### config.mk
export PLATFORM = sky130hd
export DESIGN_NAME = aqlb_serial
export DESIGN_NICKNAME = d
export VERILOG_FILES = /design/src/hdl/aqlb_pkg.sv /design/src/hdl/aqlb_serial.sv
export SDC_FILE = /design/constraint.sdc
export NUM_CORES = 1
export LEC_CHECK = 0
export BUFFER_PORTS_ARGS = -buffer_cell sky130_fd_sc_hd__buf_2
export CELL_PAD_IN_SITES_DETAIL_PLACEMENT = 1
export CELL_PAD_IN_SITES_GLOBAL_PLACEMENT = 1
export CORE_UTILIZATION = 37
export CTS_CLUSTER_SIZE = 24
export DETAILED_ROUTE_END_ITERATION = 8
export GPL_TIMING_DRIVEN = 0
export PLACE_DENSITY_LB_ADDON = 0.1
export SYNTH_ARGS = -nofsm -noshare
export SYNTH_HDL_FRONTEND = slang
export SYNTH_SLANG_ARGS = --single-unit
### constraint.sdc
create_clock -name clock -period 5.35 [get_ports clock]
set_input_delay 1.07 -clock clock [delete_from_list [all_inputs] [get_ports clock]]
set_output_delay 1.07 -clock clock [all_outputs]
set_load 0.005 [all_outputs]
### src/hdl/aqlb_pkg.sv
`timescale 1ns / 1ps
`default_nettype none
// ----------------------------------------------------------------------------
// aqlb_pkg
// Shared types and constants of the air quality LED bar meter: channel
// payloads, register map, divider lane format and the per-reading LED item.
// ----------------------------------------------------------------------------
package aqlb_pkg;

   // default parameter values
   localparam int NUM_LEDS_DEF  = 12;
   localparam int FRAC_BITS_DEF = 16;

   // fixed field widths
   localparam int THR_W      = 16;
   localparam int COLOR_W    = 8;
   localparam int HUE_W      = 15;
   localparam int LED_IDX_W  = 6;
   localparam int EDGE_W     = LED_IDX_W + 1;
   localparam int REM_W      = THR_W + 1;
   localparam int DIV_W      = THR_W + 1;
   localparam int CSR_IDX_W  = 3;
   localparam int CSR_DATA_W = THR_W;

   // hue of a fully severe reading (red)
   localparam logic [HUE_W-1:0] HUE_RED = 15'd22027;

   // divider lanes: fill and severity for each gas
   localparam int NUM_LANES      = 4;
   localparam int LANE_CO2_FILL  = 0;
   localparam int LANE_TVOC_FILL = 1;
   localparam int LANE_CO2_SEV   = 2;
   localparam int LANE_TVOC_SEV  = 3;

   // register map
   typedef enum logic [CSR_IDX_W-1:0] {
      CSR_CO2_LOW    = 3'd0,
      CSR_CO2_HIGH   = 3'd1,
      CSR_TVOC_LOW   = 3'd2,
      CSR_TVOC_HIGH  = 3'd3,
      CSR_BRIGHTNESS = 3'd4,
      CSR_SATURATION = 3'd5
   } csr_idx_type;

   typedef struct packed {
      logic [THR_W-1:0]   co2_low;
      logic [THR_W-1:0]   co2_high;
      logic [THR_W-1:0]   tvoc_low;
      logic [THR_W-1:0]   tvoc_high;
      logic [COLOR_W-1:0] brightness;
      logic [COLOR_W-1:0] saturation;
   } cfg_type;

   localparam cfg_type CFG_RESET = '{
      co2_low:    16'd1000,
      co2_high:   16'd2000,
      tvoc_low:   16'd220,
      tvoc_high:  16'd660,
      brightness: 8'd255,
      saturation: 8'd255
   };

   // channel payloads
   typedef struct packed {
      logic [THR_W-1:0] co2_ppm;
      logic [THR_W-1:0] tvoc_ppb;
   } req_type;

   typedef struct packed {
      logic [LED_IDX_W-1:0] led_index;
      logic [HUE_W-1:0]     hue;
      logic [COLOR_W-1:0]   sat_out;
      logic [COLOR_W-1:0]   val_out;
      logic                 last;
   } rsp_type;

   // one divider lane: partial remainder, divisor, saturated-to-one flag
   typedef struct packed {
      logic [REM_W-1:0] rem;
      logic [DIV_W-1:0] dvs;
      logic             sat;
   } div_lane_type;

   // per-reading summary handed to the LED serializer
   typedef struct packed {
      logic               any;
      logic [EDGE_W-1:0]  edge_pos;
      logic [HUE_W-1:0]   hue;
      logic [COLOR_W-1:0] edge_val;
   } led_item_type;

endpackage : aqlb_pkg
`default_nettype wire

### src/hdl/aqlb_serial.sv
`timescale 1ns / 1ps
`default_nettype none
// ----------------------------------------------------------------------------
// aqlb_serial
// LED serializer: holds one reading summary and walks the bar, one LED color
// per transfer into the output register, marking the last LED.
// ----------------------------------------------------------------------------
module aqlb_serial
   import aqlb_pkg::*;
#(
   parameter int NUM_LEDS = NUM_LEDS_DEF
)
(
   input  wire          clock,
   input  wire          reset,
   input  cfg_type      cfg,
   input  wire          in_valid,
   output logic         in_ready,
   input  led_item_type in_item,
   output logic         rsp_valid,
   input  wire          rsp_stall,
   output rsp_type      rsp_data
);

   localparam logic [LED_IDX_W-1:0] LAST_IDX = LED_IDX_W'(NUM_LEDS - 1);

   logic                 slot_vld_ff, slot_vld_in;
   led_item_type         slot_ff;
   logic [LED_IDX_W-1:0] cnt_ff, cnt_in;
   logic                 out_vld_ff, out_vld_in;
   rsp_type              out_ff, out_in;
   logic                 out_load;
   logic                 step;
   logic                 at_last;
   logic                 in_xfer;
   logic                 lit;
   logic                 full;

   // handshake
   assign out_load = !out_vld_ff || !rsp_stall;
   assign step     = slot_vld_ff && out_load;
   assign at_last  = (cnt_ff == LAST_IDX);
   assign in_ready = !slot_vld_ff || (step && at_last);
   assign in_xfer  = in_valid && in_ready;

   assign slot_vld_in = in_xfer ? 1'b1 : ((step && at_last) ? 1'b0 : slot_vld_ff);
   assign cnt_in      = step ? (at_last ? '0 : cnt_ff + 1'b1) : cnt_ff;
   assign out_vld_in  = out_load ? slot_vld_ff : out_vld_ff;

   // color of the current LED
   assign lit  = slot_ff.any && ({1'b0, cnt_ff} <= slot_ff.edge_pos);
   assign full = ({1'b0, cnt_ff} < slot_ff.edge_pos);
   always_comb begin
      out_in.led_index = cnt_ff;
      out_in.hue       = lit ? slot_ff.hue : '0;
      out_in.sat_out   = lit ? cfg.saturation : '0;
      out_in.val_out   = lit ? (full ? cfg.brightness : slot_ff.edge_val) : '0;
      out_in.last      = at_last;
   end

   always_ff @(posedge clock) begin
      if (reset) begin
         slot_vld_ff <= 1'b0;
         cnt_ff      <= '0;
         out_vld_ff  <= 1'b0;
      end else begin
         slot_vld_ff <= slot_vld_in;
         cnt_ff      <= cnt_in;
         out_vld_ff  <= out_vld_in;
      end
   end

   always_ff @(posedge clock) begin
      if (in_xfer) begin
         slot_ff <= in_item;
      end
      if (out_load) begin
         out_ff <= out_in;
      end
   end

   assign rsp_valid = out_vld_ff;
   assign rsp_data  = out_ff;

   // last flag only on the final LED
   a_last_idx: assert property (@(posedge clock) disable iff (reset)
      (out_vld_ff && out_ff.last) |-> (out_ff.led_index == LAST_IDX))
      else $error("last flag on wrong LED");

   // counter rests at zero while no reading is held
   a_idle_cnt: assert property (@(posedge clock) disable iff (reset)
      !slot_vld_ff |-> (cnt_ff == '0))
      else $error("LED counter not cleared with empty slot");

endmodule : aqlb_serial
`default_nettype wire

# [Word-level counts from Yosys, hierarchy flattened]
# Index checks and enable logic that the tools add are counted.
[classes] bitwise_logic=0 n_reduce_logical=10 div_mod_pow=0 n_addsub=1 n_mul=0 eq_ne=1 muxes=4 shifts=0 magnitude_cmp=2
[ops] op="$mux 8" count=1
[ops] op="$le 6x7->1" count=1
[ops] op="$lt 6x7->1" count=1
[ops] op="$add 6x1->6 const B" count=1
[ops] op="$eq 6x4->1 const B" count=1
[ops] op="$mux 6" count=1
[ops] op="$logic_and 1x1->1" count=4
[ops] op="$logic_not 1->1" count=3
[ops] op="$logic_or 1x1->1" count=2
[ops] op="$mux 1" count=2
[ops] op="$reduce_bool 2->1" count=1
[totals] mem_count=0 latchBits=0 mem_bits_ro=0 wordCells=30 ram_bits=0 input_bits=115 ff_bits=77

# [Depth between registers and ports, before layout]
# Gate-level depths: netlist of run 1.
[logic_depth] depth_word=7 ltp_mapped=7 depth_no_buf=6

# [Least setup slack after synthesis of run 1]
# OpenSTA, ideal clock, no wires.
[synth_path] path_kind="input-to-reg" startpoint="input rsp_stall" endpoint="register slot_ff[0] (netlist bit), enable pin" t_required_ns=4.920 arrival_time_ns=3.092 slack_ns=1.828 setup_time_ns=0.430 cell_stages=3 cell_sequence="a21boi_2 -> nand4_1 -> a21oi_1"
[synth_between] elab_chain_len=6
[synth_lines] item="start: declaration" line_no="aqlb_serial.sv:21" text="input wire rsp_stall,"
[synth_lines] item="$logic_not 1->1" line_no="aqlb_serial.sv:40" text="assign out_load = !out_vld_ff || !rsp_stall;"
[synth_lines] item="$logic_or 1x1->1" line_no="aqlb_serial.sv:40"
[synth_lines] item="$logic_and 1x1->1" line_no="aqlb_serial.sv:41" text="assign step = slot_vld_ff && out_load;"
[synth_lines] item="$logic_and 1x1->1" line_no="aqlb_serial.sv:43" text="assign in_ready = !slot_vld_ff || (step && at_last);"
[synth_lines] item="$logic_or 1x1->1" line_no="aqlb_serial.sv:43"
[synth_lines] item="$logic_and 1x1->1" line_no="aqlb_serial.sv:44" text="assign in_xfer = in_valid && in_ready;"
[synth_lines] item="via in_xfer" line_no="aqlb_serial.sv:35" text="logic in_xfer;"
[synth_lines] item="end signal: assignment" line_no="aqlb_serial.sv:75" text="slot_ff <= in_item;"
[synth_lines] item="end: declaration" line_no="aqlb_serial.sv:28" text="led_item_type slot_ff;"
# The timed path passes the listed nets, and every way through them passes these cells.
# A chain may end at the register's enable or synchronous reset.

# [Worst setup path in the final report of run 1]
[layout_path] startpoint="input rsp_stall" endpoint="output in_ready"
[layout_between] elab_chain_len=5
[layout_lines] item="$logic_not 1->1" line_no="aqlb_serial.sv:40"
[layout_lines] item="$logic_or 1x1->1" line_no="aqlb_serial.sv:40"
[layout_lines] item="$logic_and 1x1->1" line_no="aqlb_serial.sv:41"
[layout_lines] item="$logic_and 1x1->1" line_no="aqlb_serial.sv:43"
[layout_lines] item="$logic_or 1x1->1" line_no="aqlb_serial.sv:43"
[layout_lines] item="end: declaration" line_no="aqlb_serial.sv:18" text="output logic in_ready,"
# No other way between the ends.

==> metrics.log, run 1 <==
[metrics] number of storage elements in the synthesis netlist: 77
[metrics] total number of vias: 1885
[metrics] register clock-pin slew on the reported worst setup and hold paths: 0.08 ns
[metrics] detailed placer's ending HPWL: 4297 um
[metrics] dominant cell type by area after synthesis: edfxtp_1
[metrics] final hold violation count: 0
[metrics] remaining antenna violation count after routing: 0
[metrics] Post-layout nets: 430
[metrics] main area contributors after synthesis: edfxtp_1 (69%), dfxtp_1 (5.4%), nand2_1 (5.3%)
[metrics] First DRT Iteration DRCs: 50
[metrics] cell area after synthesis: 2985 um^2
[metrics] setup TNS after final layout: 0 ns
[metrics] clock insertion delay at the later pin of the skew report: 0.34 ns
[metrics] share of cell area taken by muxes after synthesis: 3.018%
[metrics] unrepaired setup endpoints after global routing: no
[metrics] adder-cell area share of the yosys netlist: 2.934%
[metrics] antenna cells: 0
[metrics] clk buf depth: 2
[metrics] area share of xor/xnor cells in the synthesized design: 1.467%
[metrics] Root Buffer: clkbuf_8
[metrics] largest family of logic cells by synthesized area: simple AND/OR/NAND/NOR gates
[metrics] number of buffers added by the clock tree synthesis step: 9
[metrics] max frequency: 316.8 MHz
[metrics] Final setup viols: 0
[metrics] Pins Over Slew Limit: 0
[metrics] Worst Skew: 0.008489 ns
[metrics] fraction of the mapped netlist area in compound gates: 2.389%
[metrics] number of global-route vias before repair: 1907
[metrics] Avg Vias per Cell: 4.542
[metrics] most common cell after layout, fill and taps aside: buf_2
[metrics] synthesized instance count: 206
[metrics] number of violations of the max-capacitance limit: 0
[metrics] CTS sink cnt: 77
[metrics] total nets after synthesis: 328
[metrics] synthesized-area fraction occupied by and/or/nand/nor cells: 13.29%
[metrics] Clock H-tree levels: 3
[metrics] die outline height: 91.83 um
[metrics] DRC errors left: 0
[metrics] effective utilization at floorplan: 38.43%
[metrics] CTS tree: done
[metrics] Slew headroom: 42.28%
[metrics] Die X: 91.83 um
[metrics] cell leakage power: 1.721 nW
[metrics] final non-filler cell area: 3787 um^2
[metrics] uppermost layer routed: met4
[metrics] antenna violations before repair: 0
[metrics] count of pins on the block boundary: 155
[metrics] WL per Instance: 13.82 um
[metrics] Setup WS pre-CTS: 2.169 ns
[metrics] routed length on met3: 284 um
[metrics] total of buffers placed on input and output ports: 90
[metrics] cts hold-fix bufs: 0
[metrics] total wirelength of the detailed-routed design: 5734 um
[metrics] Yosys warnings: 0
[metrics] maximum VDD drop: 0.0001472 V
[metrics] Critical Path Fanout Max: 7
[metrics] Hold Worst Slack: 0.5317 ns
[metrics] crit path launch type: input pin
[metrics] Routed met1 length: 2380 um
[metrics] Total Routing Usage GR: 15.07%
[metrics] total die area: 8432 um^2
[metrics] post-route minimum period: 3.157 ns
[metrics] Post-CTS Setup Bufs: 0
[metrics] share of post-route cells with drive strength above 1: 38.66%
[metrics] Worst Tran Pin Value: 0.8628 ns
[metrics] worst path arrival time: 2.09 ns
[metrics] commonest cells after routing, fill and taps aside: buf_2 (90), edfxtp_1 (69), nand2_1 (41)
[metrics] row count: 32
[metrics] area overhead of the layout relative to synthesis: 26.86%
[metrics] met2 WL post-DR: 2908 um
[metrics] # resized after CTS: 0
[metrics] average instance area after synthesis: 14.49 um^2
[metrics] count of distinct cell types in the synthesized netlist: 26
[metrics] routability cong.: 0.7193
[metrics] wire length of the first global-routing pass: 9446 um
[metrics] type of the most critical hold path: reg2reg
[metrics] first-pass detailed-route iteration total: 4
[metrics] portion of the post-synthesis area used by sequential elements: 74.77%
[metrics] pin count of the biggest net entering global routing: 39
[metrics] PwrDens: 317.8 nW/um^2
[metrics] Placed Instance Area: 3605 um^2
[metrics] Overflow after GRT: 0
[metrics] Crit Path Category: in2out
[metrics] Final Cycle Share: 59.00%
[metrics] register-to-register setup slack: 3.16 ns
[metrics] Core ar.: 7767 um^2
[metrics] fraction of post-synthesis cell area in the top cell type by area: 69.40%
[metrics] final setup slack of the worst path: 2.193 ns
[metrics] result of the run: finished clean
[metrics] Critical Path Sink Type: output pin
[metrics] Required @ worst endpoint: 4.28 ns
[kinds of logic after synthesis]
kind of cell             count (synthesis)
multiplexers                             9
buffers and inverters                   13
AO/OA/AOI/OAI                            9
XOR/XNOR                                 5
AND/OR/NAND/NOR                         86
adder cells (fa/ha/maj)                  7
flip-flops                              77
[worst max-delay path, stage by stage]
cell,delay [ns]
buf_2,0.12
a21boi_2,0.35
nand4_1,0.27
nand2_1,0.15
buf_2,0.12
[synth_stat cells, drive strengths merged]
cell type	number
edfxtp	69
nand2	42
nor2	31
mux2i	9
dfxtp	8
inv	8
a21oi	7
ha	7
xor2	4
clkbuf	3
nand3	3
nand4	3
buf	2
nor3	2
a21boi	1
and3	1
and4	1
nand2b	1
nand3b	1
nand4b	1
o22a	1
xnor2	1
[layout make-up]
type / count / area (um^2)
fillers: 836 / 3980
flip-flops and latches: 77 / 2232
multi-input cells: 116 / 703.2
repair buffers: 91 / 478.0
well taps: 102 / 127.6
clock buffers: 9 / 123.9
clock inverters: 7 / 58.81
plain buffers: 5 / 33.78
inverters: 8 / 30.03
[power by group]
group          leakage, nW  switching [mW]  internal [mW]
clock               0.0921           0.226          0.176
sequential           0.792          0.0129          0.697
combinational        0.837          0.0484         0.0437
[metal layers]
| layer | vias to the layer above | global-route usage (%) |
|---|---|---|
| met4 | 0 | 8.073 |
| met1 | 882 | 17.90 |
| met3 | 14 | 3.483 |
| met2 | 59 | 25.44 |
| li1 | 930 | - |
| met5 | - | 0 |
[worst paths after layout]
kind	start	to	cells after the start
max	rsp_stall	in_ready	5
min	cnt_ff[5]	rsp_data[37]	0
max reg2reg	slot_vld_ff	slot_ff[10]	4
min reg2reg	cnt_ff[5]	rsp_data[37]	0
[sequential cells by signal, summed over array words and instances, names as in the netlist]
name and count:
slot_ff 31, slot_vld_ff 1, rsp_data 38, cnt_ff 6
rsp_valid 1
[through the flow]
| step | std cells | power [mW] | util (%) |
|---|---|---|---|
| after floorplan | 206 | 0.7612 | - |
| after global placement | 398 | 0.8123 | 45.88 |
| after detailed placement | 399 | 0.8192 | 46.41 |
| after CTS | 415 | 1.222 | 48.76 |
| after global routing | 415 | 1.261 | 48.76 |
| final | 415 | 1.204 | 48.76 |
No activity file was read; power rests on OpenSTA's default activity.
==> run 2: changes to the inputs <==
Settings changed: CORE_UTILIZATION 37 to 34.
Clock period 5.35 ns to 3 ns, I/O delays scaled along.
==> run 2 against run 1 <==
- via count grew 0.53%
- clock power grew 90%
- worst hold slack lost 0.11 ns
- setup slack lost 1.5 ns
- core utilization shrank 3.2 points
- clock skew grew 0.0018 ns
- cell count grew 0.72%
- die area grew 8.6%
- sequential share of layout area shrank 0.21 points
- non-clock buffer count is the same
- first-iteration DRC count shrank 24%
- sequential power grew 79%
==> metrics.log, run 2 (synthesis results as in run 1) <==
[metrics] result of the run: finished clean
[metrics] unrepaired setup endpoints after global routing: no
[metrics] count of pins on the block boundary: 155 (unchanged)
[metrics] proportion of total power due to net switching: 21.76% (-2.1 points)
[metrics] design internal power: 1.724 mW (+88%)
[metrics] number of global-route vias before repair: 1989 (+4.3%)
[metrics] wire length of the first global-routing pass: 9508 um (+0.66%)
[metrics] CTS tree: done
[metrics] final non-filler cell area: 3801 um^2 (+0.36%)
[metrics] maximum VDD drop: 0.0002048 V (+39%)
[metrics] share of post-route cells with drive strength above 1: 38.02% (-0.64 points)
[metrics] Post-layout nets: 430 (unchanged)
[metrics] Slew headroom: 38.76% (-3.5 points)
[metrics] depth of the worst register-to-register path: 4 (unchanged)
[metrics] Hold Crit Endpoint: slot_ff[17]
[metrics] worst path arrival time: 1.74 ns (-0.35 ns)
[metrics] highest-utilization routing layer at the global route stage: met2
[metrics] final hold violation count: 0 (unchanged)
[metrics] power spent charging and discharging nets: 0.4793 mW (+67%)
[metrics] clk buf depth: 2 (unchanged)
[metrics] Core ar.: 8341 um^2 (+7.4%)
[metrics] Crit Path Category: reg2out
[metrics] Worst Skew: 0.01029 ns (+0.001797 ns)
[metrics] flip-flop count of the largest register after layout: 38 (unchanged)
[metrics] Clock H-tree levels: 3 (unchanged)
[metrics] Hold Worst Slack: 0.4264 ns (-0.1053 ns)
[metrics] area overhead of the layout relative to synthesis: 27.33%
[metrics] Crit Reg-Reg Startpoint: slot_vld_ff
[metrics] first-pass detailed-route iteration total: 3 (-1)
[metrics] routing usage on met2: 27.08% (+1.6 points)
[metrics] Root Buffer: clkbuf_8
[metrics] routability cong.: 0.6728 (-6.5%)
[metrics] Critical Path Sink Type: output pin
[metrics] Final setup viols: 0 (unchanged)
[metrics] commonest cells after routing, fill and taps aside: buf_2 (90), edfxtp_1 (69), nand2_1 (41)
[metrics] cts hold-fix bufs: 0 (unchanged)
[metrics] Pins Over Slew Limit: 0 (unchanged)
[metrics] total of buffers placed on input and output ports: 90 (unchanged)
[metrics] total number of vias: 1895 (+0.53%)
[metrics] filler cell count: 907 (+8.5%)
[metrics] post-layout utilization of the core: 45.57% (-3.2 points)
[metrics] detailed placer's ending HPWL: 4576 um (+6.5%)
[metrics] Die X: 95.71 um (+4.2%)
[metrics] Total Routing Usage GR: 14.76% (-0.31 points)
[metrics] clock insertion delay at the later pin of the skew report: 0.34 ns (about the same)
[metrics] most common cell after layout, fill and taps aside: buf_2
[metrics] cell leakage power: 1.726 nW (+0.27%)
[metrics] PwrDens: 579.6 nW/um^2 (+82%)
[metrics] register-to-register setup slack: 0.75 ns (-2.41 ns)
[metrics] max frequency: 426.9 MHz
[metrics] number of violations of the max-capacitance limit: 0 (unchanged)
[metrics] part of the power in registers: 57.6% (-1.4 points)
[metrics] number of non-filler instances in the completed layout: 418 (+0.72%)
[metrics] hold path startpoint: in_item[17]
[metrics] cell with the biggest individual delay on the critical path: a21boi_2
[metrics] critical path's top delay family: simple AND/OR/NAND/NOR gates
[metrics] type of the most critical hold path: in2reg
[metrics] pin count of the biggest net entering global routing: 39 (unchanged)
[metrics] global routing met1 resource utilization: 15.46% (-2.4 points)
[metrics] Required @ worst endpoint: 2.40 ns (-1.88 ns)
[metrics] # resized after CTS: 0 (unchanged)
[metrics] Worst Tran Pin Value: 0.9153 ns (+0.05249 ns)
[metrics] ordered list of cells on the worst path: a21boi_2 -> nand4_1 -> nand2_1 -> buf_2
[metrics] WL per Instance: 15.04 um (+8.8%)
[metrics] Placed Instance Area: 3608 um^2 (+0.10%)
[metrics] total wirelength of the detailed-routed design: 6286 um (+9.6%)
[metrics] antenna violations before repair: 0 (unchanged)
[metrics] die outline height: 95.71 um (+4.2%)
[metrics] DRC errors left: 0 (unchanged)
[metrics] total die area: 9159 um^2 (+8.6%)
[metrics] Gate power share: 7.7% (about the same)
[metrics] Clk pwr share: 34.7% (+1.3 points)
[metrics] Worst Hold Path Cells: 1 (+1)
[metrics] Overflow after GRT: 0 (unchanged)
[metrics] post-route minimum period: 2.342 ns
[metrics] Final Cycle Share: 78.08%
[metrics] Critical Path Fanout Max: 7 (unchanged)
[metrics] met3 usage: 3.949% (+0.47 points)
[metrics] final setup slack of the worst path: 0.6577 ns (-1.536 ns)
[metrics] row count: 33 (+3.1%)
[metrics] remaining antenna violation count after routing: 0 (unchanged)
[metrics] number of buffer and inverter stages on the critical path: 1 (-1)
[metrics] Avg Vias per Cell: 4.533 (-0.19%)
[metrics] effective utilization at floorplan: 35.79% (-2.6 points)
[metrics] antenna cells: 0 (unchanged)
[metrics] placed cell count: 402 (+0.75%)
[metrics] Post-CTS Setup Bufs: 0 (unchanged)
[metrics] Reg area: 2232 um^2 (unchanged)
[metrics] number of buffers added by the clock tree synthesis step: 9 (unchanged)
[metrics] Setup WS pre-CTS: 0.4528 ns (-1.716 ns)
[metrics] crit path launch type: flip-flop
[metrics] First DRT Iteration DRCs: 38 (-24%)
[metrics] destination of the worst register-to-register timing path: slot_ff[12]
[metrics] register clock-pin slew on the reported worst setup and hold paths: 0.08 ns (about the same)
[metrics] multi-input gate area in the final layout: 703.2 um^2 (unchanged)
[metrics] CTS sink cnt: 77 (unchanged)
[metrics] Slowest Stage Delay on Critical Path: 0.42 ns (+0.07 ns)
-- run 2: cell count changes in the layout (fill, tap and decap cells not counted) --
cell	change
clkinv_1	+1
clkbuf_8	+1
clkinv_4	-2
clkbuf_1	+1
inv_6	-2
inv_8	-1
bufinv_16	+1
clkinv_2	+1
-- run 2: stage by stage --
step                      power (mW)  TNS (ns)
after floorplan                1.357         0
after global placement         1.450    -3.155
after detailed placement       1.467         0
after CTS                      2.240         0
after global routing           2.304         0
final                          2.203         0
-- run 2: area by class of cell --
| class | instances | share of cell area, % |
|---|---|---|
| timing repair buffer | 91 | 12.57 |
| tap | 105 | 3.456 |
| inverter | 8 | 0.7900 |
| multi-input combinational | 116 | 18.50 |
| buffer | 5 | 0.8887 |
| clock inverter | 5 | 1.350 |
| sequential | 77 | 58.72 |
| clock buffer | 11 | 3.720 |
-- run 2: metal layers --
| layer | part of all wire [%] | up-vias |
|---|---|---|
| li1 | - | 930 |
| met1 | 42 | 900 |
| met2 | 51 | 60 |
| met3 | 5.3 | 5 |
| met4 | 1.1 | 0 |
| met5 | 0 | - |
-- run 2: power by group through the flow --
stage	Sequential [mW]	Combinational, mW	Clock (mW)
after global routing	1.28	0.191	0.838
final	1.27	0.169	0.765
after CTS	1.27	0.174	0.796
after floorplan	1.29	0.0634	0
after detailed placement	1.29	0.173	0
after global placement	1.29	0.160	0
-- run 2: worst max-delay path by stage --
stage,from,end,slack [ns],cells after the start
2_1_floorplan,rsp_stall,slot_ff[0],0.61,3
3_3_place_gp,rsp_stall,slot_ff[0],-0.10,4
3_5_place_dp,rsp_stall,slot_ff[19],0.45,5
4_1_cts,slot_vld_ff,in_ready,0.62,4
5_1_grt,slot_vld_ff,in_ready,0.53,4
6_report,slot_vld_ff,in_ready,0.66,4
